===== config.mk =====
export PLATFORM = sky130hd
export DESIGN_NAME = crc16_packet_deframer
export DESIGN_NICKNAME = d
export VERILOG_FILES = /design/src/hw/rtl/crcdf_pkg.sv /design/src/hw/rtl/crc16_packet_deframer.sv
export SDC_FILE = /design/constraint.sdc
export NUM_CORES = 1
export LEC_CHECK = 0
export BUFFER_PORTS_ARGS = -buffer_cell sky130_fd_sc_hd__buf_2
export CAP_MARGIN = 20
export CORE_MARGIN = 4
export CORE_UTILIZATION = 60
export DETAILED_ROUTE_END_ITERATION = 10
export PLACE_DENSITY = 0.85
export SYNTH_ARGS = -nofsm -noshare
export SYNTH_HDL_FRONTEND = slang
export SYNTH_SLANG_ARGS = --single-unit

===== constraint.sdc =====
create_clock -name clk -period 4 [get_ports clk]
set_input_delay 0.8 -clock clk [delete_from_list [all_inputs] [get_ports clk]]
set_output_delay 0.8 -clock clk [all_outputs]
set_load 0.05 [all_outputs]

===== src/hw/rtl/crcdf_pkg.sv =====
// Shared constants, codes and the CRC-16/XMODEM byte update for the packet deframer.
package crcdf_pkg;

    localparam int MAX_FRAME = 4096;
    localparam int MIN_FRAME = 5;
    localparam int LEN_W     = $clog2(MAX_FRAME + 1);
    localparam int LIMIT_W   = 12;

    localparam logic [LIMIT_W-1:0] LIMIT_RESET = 12'd4091;
    localparam logic [15:0]        CRC_POLY    = 16'h1021;

    localparam logic [1:0] KIND_ID   = 2'd0;
    localparam logic [1:0] KIND_DATA = 2'd1;
    localparam logic [1:0] KIND_END  = 2'd2;

    localparam logic [1:0] ST_OK      = 2'd0;
    localparam logic [1:0] ST_BAD_LEN = 2'd1;
    localparam logic [1:0] ST_BAD_CRC = 2'd2;
    localparam logic [1:0] ST_TOO_BIG = 2'd3;

    function automatic logic [15:0] crc16_byte(input logic [15:0] crc_in,
                                               input logic [7:0]  data);
        logic [15:0] c;
        c = crc_in ^ {data, 8'h00};
        for (int k = 0; k < 8; k++)
        begin
            if (c[15])
            begin
                c = {c[14:0], 1'b0} ^ CRC_POLY;
            end
            else
            begin
                c = {c[14:0], 1'b0};
            end
        end
        return c;
    endfunction

endpackage


===== src/hw/rtl/crc16_packet_deframer.sv =====
// Length-prefixed packet receiver with CRC-16/XMODEM check: top level.
//
// Takes one received serial byte per request on the s_ side and parses packets
// laid out as: 16-bit big-endian total length L (counting every byte), a frame
// id byte, L-5 payload bytes, and a big-endian CRC-16/XMODEM (poly 0x1021,
// init 0) over all bytes ahead of the CRC. For each packet the m_ side gives a
// frame id request, one request per payload byte, and an end request carrying
// the status (ok, bad length, CRC mismatch, payload over payload_limit).
// A length above 4096 or below 5 ends the frame at once with bad length on the
// length low byte and parsing restarts at the next byte. Payload bytes are
// dropped when L-5 exceeds payload_limit; CRC mismatch wins over oversize.
// Rate: one byte per clock, sustained. The parse state and the result register
// both update in the cycle a byte is taken, so a result appears in the cycle after
// its byte; s_tready drops only while the result register is full and the
// downstream side is stalling. Write payload_limit only while idle.
module crc16_packet_deframer
(
    input  logic                          clk,
    input  logic                          rst_n,

    // configuration: payload_limit
    input  logic                          cfg_we,
    input  logic [crcdf_pkg::LIMIT_W-1:0] cfg_wdata,

    // received bytes
    input  logic                          s_tvalid,
    output logic                          s_tready,
    input  logic [7:0]                    s_tdata,   // [7:0] rx_byte

    // parsed results
    output logic                          m_tvalid,
    input  logic                          m_tready,
    output logic [15:0]                   m_tdata,   // [7:0] value, [9:8] status, rest zero
    output logic [1:0]                    m_tuser    // [1:0] kind
);
    import crcdf_pkg::*;

    // parse phase codes
    localparam logic [1:0] PH_LEN_HI = 2'd0;
    localparam logic [1:0] PH_LEN_LO = 2'd1;
    localparam logic [1:0] PH_BODY   = 2'd2;
    localparam logic [1:0] PH_CRC    = 2'd3;

    logic [LIMIT_W-1:0] limit_reg;

    logic [1:0]       phase_reg,    phase_next;
    logic [LEN_W-1:0] idx_reg,      idx_next;
    logic [7:0]       len_hi_reg,   len_hi_next;
    logic [LEN_W-1:0] len_reg,      len_next;
    logic [15:0]      crc_reg,      crc_next;
    logic [7:0]       crc_hi_reg,   crc_hi_next;
    logic             oversize_reg, oversize_next;

    logic             out_valid_reg;
    logic [1:0]       kind_reg,   kind_next;
    logic [7:0]       value_reg,  value_next;
    logic [1:0]       status_reg, status_next;
    logic             emit;

    logic             take;
    logic [7:0]       rx_byte;
    logic [15:0]      crc_upd;
    logic [15:0]      full_len;
    logic [LEN_W-1:0] len_m2;
    logic [LEN_W-1:0] idx_p1;
    logic [LEN_W-1:0] data_len;

    assign rx_byte  = s_tdata;
    // result register frees up when empty or being drained this cycle
    assign s_tready = !out_valid_reg || m_tready;
    assign take     = s_tvalid && s_tready;

    assign crc_upd     = crc16_byte((phase_reg == PH_LEN_HI) ? 16'h0000 : crc_reg, rx_byte);
    assign full_len    = {len_hi_reg, rx_byte};
    assign data_len    = full_len[LEN_W-1:0] - LEN_W'(MIN_FRAME);
    assign len_m2      = len_reg - LEN_W'(2);
    assign idx_p1      = idx_reg + LEN_W'(1);

    always_comb
    begin
        phase_next    = phase_reg;
        idx_next      = idx_reg;
        len_hi_next   = len_hi_reg;
        len_next      = len_reg;
        crc_next      = crc_reg;
        crc_hi_next   = crc_hi_reg;
        oversize_next = oversize_reg;
        emit          = 1'b0;
        kind_next     = KIND_END;
        value_next    = 8'h00;
        status_next   = ST_OK;

        unique case (phase_reg)
            PH_LEN_HI:
            begin
                crc_next    = crc_upd;
                len_hi_next = rx_byte;
                phase_next  = PH_LEN_LO;
            end
            PH_LEN_LO:
            begin
                crc_next = crc_upd;
                if (full_len > 16'(MAX_FRAME) || full_len < 16'(MIN_FRAME))
                begin
                    emit          = 1'b1;
                    kind_next     = KIND_END;
                    status_next   = ST_BAD_LEN;
                    oversize_next = 1'b0;
                    phase_next    = PH_LEN_HI;
                end
                else
                begin
                    len_next      = full_len[LEN_W-1:0];
                    oversize_next = data_len > {1'b0, limit_reg};
                    idx_next      = LEN_W'(2);
                    phase_next    = PH_BODY;
                end
            end
            PH_BODY:
            begin
                crc_next = crc_upd;
                idx_next = idx_p1;
                if (idx_p1 >= len_m2)
                begin
                    phase_next = PH_CRC;
                end
                // first body byte is the frame id
                if (idx_reg == LEN_W'(2))
                begin
                    emit       = 1'b1;
                    kind_next  = KIND_ID;
                    value_next = rx_byte;
                end
                else if (!oversize_reg)
                begin
                    emit       = 1'b1;
                    kind_next  = KIND_DATA;
                    value_next = rx_byte;
                end
            end
            PH_CRC:
            begin
                if (idx_reg == len_m2)
                begin
                    crc_hi_next = rx_byte;
                    idx_next    = idx_p1;
                end
                else
                begin
                    emit      = 1'b1;
                    kind_next = KIND_END;
                    if ({crc_hi_reg, rx_byte} != crc_reg)
                    begin
                        status_next = ST_BAD_CRC;
                    end
                    else if (oversize_reg)
                    begin
                        status_next = ST_TOO_BIG;
                    end
                    else
                    begin
                        status_next = ST_OK;
                    end
                    oversize_next = 1'b0;
                    phase_next    = PH_LEN_HI;
                end
            end
            default:
            begin
                phase_next = PH_LEN_HI;
            end
        endcase
    end

    always_ff @(posedge clk or negedge rst_n)
    begin
        if (!rst_n)
        begin
            limit_reg     <= LIMIT_RESET;
            phase_reg     <= PH_LEN_HI;
            oversize_reg  <= 1'b0;
            out_valid_reg <= 1'b0;
        end
        else
        begin
            if (cfg_we)
            begin
                limit_reg <= cfg_wdata;
            end
            if (take)
            begin
                phase_reg    <= phase_next;
                oversize_reg <= oversize_next;
            end
            if (take)
            begin
                out_valid_reg <= emit;
            end
            else if (m_tready)
            begin
                out_valid_reg <= 1'b0;
            end
        end
    end

    // datapath registers, no reset needed
    always_ff @(posedge clk)
    begin
        if (take)
        begin
            idx_reg    <= idx_next;
            len_hi_reg <= len_hi_next;
            len_reg    <= len_next;
            crc_reg    <= crc_next;
            crc_hi_reg <= crc_hi_next;
            if (emit)
            begin
                kind_reg   <= kind_next;
                value_reg  <= value_next;
                status_reg <= status_next;
            end
        end
    end

    assign m_tvalid = out_valid_reg;
    assign m_tuser  = kind_reg;
    assign m_tdata  = {6'b000000, status_reg, value_reg};

`ifndef SYNTHESIS
    a_len_in_range: assert property (@(posedge clk) disable iff (!rst_n)
        (phase_reg == PH_BODY || phase_reg == PH_CRC) |->
            (len_reg >= LEN_W'(MIN_FRAME) && len_reg <= LEN_W'(MAX_FRAME)))
        else $error("frame length out of range inside a frame");

    a_body_index: assert property (@(posedge clk) disable iff (!rst_n)
        phase_reg == PH_BODY |-> (idx_reg >= LEN_W'(2) && idx_reg < len_m2))
        else $error("body byte index outside payload span");

    a_end_value_zero: assert property (@(posedge clk) disable iff (!rst_n)
        (out_valid_reg && kind_reg == KIND_END) |-> value_reg == 8'h00)
        else $error("end result carries nonzero value");

    a_status_only_at_end: assert property (@(posedge clk) disable iff (!rst_n)
        (out_valid_reg && kind_reg != KIND_END) |-> status_reg == ST_OK)
        else $error("status set on id or payload result");

    a_id_starts_frame: assert property (@(posedge clk) disable iff (!rst_n)
        (take && phase_reg == PH_BODY && idx_reg == LEN_W'(2)) |=>
            (out_valid_reg && kind_reg == KIND_ID))
        else $error("first body byte did not produce a frame id");
`endif

endmodule


==> results summary <==
The average cell area after synthesis came out at 11.2 um^2. The top fanout value on the critical path is 5. The library cells used most frequently in the layout, excluding fill and tap cells, are sky130_fd_sc_hd__edfxtp_1, sky130_fd_sc_hd__xnor2_1, sky130_fd_sc_hd__xor2_1.

The number of instances in the synthesized netlist is 470. During synthesis, Yosys emitted a total of 0 warnings. Setup repair after global routing left no endpoint under its margin. The signal on the critical path passes through inv_1 -> ha_1 -> nor3b_1 -> nor3b_1 -> xnor2_1 -> ha_1 -> a21o_1 -> a211oi_1 -> o21ai_0 -> a221oi_1 -> nor3_1 -> mux2i_1.

The final critical-path required period came out at 3.39 ns. Clock skew on the completed layout was measured at 0.0124 ns. Summed over all nets, the half-perimeter wirelength after detailed placement is 8200 um. The clock tree synthesis step divided the H-tree into 3 levels. The die is 102 um tall.

The number of port buffers is 38. The peak supply drop came out at 0.000316 V. For this block, the initial DRC count from the detailed router was 270. The finished layout holds 615 standard cells, fillers aside. The max-capacitance violation count is 0. The total wire length is 10,800 um. Adding up every negative setup slack in the final design gives 0 ns. The width of the chip came out at 102 um. In this run the top signal layer used is met4. The via count of the first global-routing pass came out at 3,710.

CTS placed an instance of sky130_fd_sc_hd__clkbuf_8 at the clock tree root. The netlist area before placement is 0.00527 mm^2. The critical path is of the reg -> reg type.

The flow ran to the end, and the final reports show no timing, DRC or antenna violations. The layout net count is 564. The number of ports placed on the die boundary is 45.

Tracing the worst setup path back leads to its startpoint at len_reg[1]. The maximum cell stage delay along the critical path is 0.46 ns. The growth of design area from synthesis to finish is 8.88%. The minimum hold slack is 0.364 ns. The clock latency on the worst-skew pair is 0.35 ns.

After synthesis the netlist holds a flip-flop and latch count of 86. The buffers plus inverters on the worst setup path came out at 1. The number of setup buffers added after CTS is 0.

The kind of cell with the highest combined delay along the critical path is simple AND/OR/NAND/NOR gates. The static leakage power came out at 2.29 nW. The most used flip-flop cell after synthesis is sky130_fd_sc_hd__edfxtp_1. The area of the die is 0.0103 mm^2. The number of antenna repair diodes came out at 0. The pre-antenna-repair detailed-routing pass consisted of 5 iterations.

The maximum clock path buffer count came out at 2. For the pin with the worst max-slew slack, the measured transition is 0.814 ns. Among all stages on the critical path, the largest delay is contributed by sky130_fd_sc_hd__edfxtp_1. The maximum achievable frequency came out at 295 MHz. The number of buffers inserted for hold repair after clock tree synthesis is 0. The number of cell rows came out at 33. The tightest min-delay check is of the in -> async type. After detailed routing, the met2 layer carries 5090 um of wire. The async set-reset flop share out of synthesis came out at 18.6%. The fraction of the cycle the final worst path needs is 84.8%. Measured against its own limit, the worst slew margin works out to 45.7%. The number of clock buffers inserted by TritonCTS came out at 9.

The number of hold violations in the final report is 0. The routed length on met3 came out at 609 um. The fraction of synthesized cell area taken by the top area cell type is 39.9%. The ratio of routed vias to standard cells came out at 5.85. The initial utilization of the core area, before any placement, comes to 62.9%. The initial antenna violation count came to 0.

The number of flip-flops in the largest register is 16. For the worst setup path, the data required time is 4.23 ns. The length of routed wiring on met1 is 4880 um.

Sorting the synthesized cells by area gives the leading types as sky130_fd_sc_hd__edfxtp_1, sky130_fd_sc_hd__xnor2_1, sky130_fd_sc_hd__ha_1. In the routed design, unresolved DRC markers number 0. The count of instances resized after the clock tree is built came out at 0. In this run the critical register-to-register path is launched from len_reg[1]. After clock tree synthesis, the clock-pin slew on the worst setup and hold paths is 0.10 ns. The worst setup path is captured at a flip-flop. For this design the ratio of total power to cell area is 571 mW/mm^2.

The dominant cell type by area after synthesis is sky130_fd_sc_hd__edfxtp_1. The number of sinks driven by the clock tree is 86. After global routing the overflow that remains totals 0. The count of final setup violators came out at 0. The total area inside the core boundary comes to 0.00838 mm^2. TritonCTS built the clock tree. The global-route wire length before repair is 18,100 um. For the worst setup path, the data arrival time is 3.62 ns. The fraction of final layout cells with drive strength greater than 1 came out at 16.3%. The cell count after placement came out at 599.

Leaving out fill and tap cells, the most frequent cell in the layout is sky130_fd_sc_hd__edfxtp_1. The largest net degree at the start of global routing is 24. The worst setup path is launched from a flip-flop. The number of nets with antenna violations after detailed routing is 0.

The average wire per cell in the routed design is 17.5 um. The share of synthesized area occupied by flip-flops and latches is 47.7%. For this run, the total global-route usage over all layers was measured as 22.4%. The number of unique standard cell types used by synthesis came out at 56. Yosys mapped a number of flops with a built-in enable equal to 70. The routability congestion estimate from global placement is 0.867. The routed layout has 3,598 vias. The final count of pins violating max slew was 0.
[power by group]
group / switching (mW) / total, mW / internal (mW)
clock: 0.339 / 0.638 / 0.299
combinational: 0.693 / 1.19 / 0.501
sequential: 0.174 / 1.44 / 1.27
total: 1.21 / 3.28 / 2.07
[layer usage]
| metal | track usage [%] | vias to the layer above |
|---|---|---|
| met5 | 0 | - |
| met4 | 6.24 | 0 |
| met3 | 4.06 | 20 |
| met2 | 36.3 | 134 |
| met1 | 31.1 | 1724 |
| li1 | - | 1720 |
[area by class of cell]
class	instances	area (um^2)
Tap cell	105	131
Inverter	31	116
Sequential cell	86	2520
Clock inverter	7	81.3
Multi-Input combinational cell	333	2530
Fill cell	582	2640
Timing Repair Buffer	44	235
Clock buffer	9	124
[cell usage after synthesis (10+ instances only)]
cell / instances
sky130_fd_sc_hd__nor2b_1: 10
sky130_fd_sc_hd__xnor2_1: 49
sky130_fd_sc_hd__edfxtp_1: 70
sky130_fd_sc_hd__nand2_1: 21
sky130_fd_sc_hd__nor4_1: 14
sky130_fd_sc_hd__dfstp_2: 11
sky130_fd_sc_hd__nand3_1: 10
sky130_fd_sc_hd__o21a_1: 12
sky130_fd_sc_hd__xor2_1: 39
sky130_fd_sc_hd__ha_1: 34
sky130_fd_sc_hd__clkbuf_1: 15
sky130_fd_sc_hd__nand2b_1: 10
sky130_fd_sc_hd__inv_1: 31
sky130_fd_sc_hd__nor2_1: 25
sky130_fd_sc_hd__o21ai_0: 15
[path summary, 6_finish.rpt]
kind                                 endpoint  cells after the start  slack [ns]
worst min-delay path             limit_reg[2]                      1        0.36
max in group asynchronous        limit_reg[8]                      1        3.30
worst max register to register   phase_reg[0]                     12        0.61
worst min register to register  limit_reg[11]                      2        0.52
worst max-delay path             phase_reg[0]                     12        0.61
min in group clk                limit_reg[11]                      2        0.52
[cells by family after synthesis]
family / after synthesis / share of synthesized area, %
AOI/OAI and AO/OA: 62 / 8.24
other: 1 / 0.0712
xor gates and xnor gates: 91 / 15.9
adders and majority gates: 34 / 8.07
buffers and inverters: 56 / 4.63
DFF: 86 / 47.7
and+or+nand+nor: 136 / 14.4
muxes: 4 / 0.878
[stage by stage]
stage	setup slack, ns	power [mW]	util [%]	cell area [um^2]
finish	0.607	3.28	68.5	5740
global route	0.338	3.47	68.5	5740
CTS	0.599	3.29	68.5	5740
detailed placement	0.440	2.65	66.0	5530
global placement	0.612	2.59	66.0	5530
floorplan	0.242	2.35	-	5290
[worst register-to-register path, cell delays in order, from the launching register on]
cell and delay (ns):
sky130_fd_sc_hd__edfxtp_1 0.46, sky130_fd_sc_hd__inv_1 0.09, sky130_fd_sc_hd__ha_1 0.24, sky130_fd_sc_hd__nor3b_1 0.42, sky130_fd_sc_hd__nor3b_1 0.42, sky130_fd_sc_hd__xnor2_1 0.18, sky130_fd_sc_hd__ha_1 0.26, sky130_fd_sc_hd__a21o_1 0.18
sky130_fd_sc_hd__a211oi_1 0.22, sky130_fd_sc_hd__o21ai_0 0.14, sky130_fd_sc_hd__a221oi_1 0.40, sky130_fd_sc_hd__nor3_1 0.12, sky130_fd_sc_hd__mux2i_1 0.15
Power figures use the tool's default switching activity.
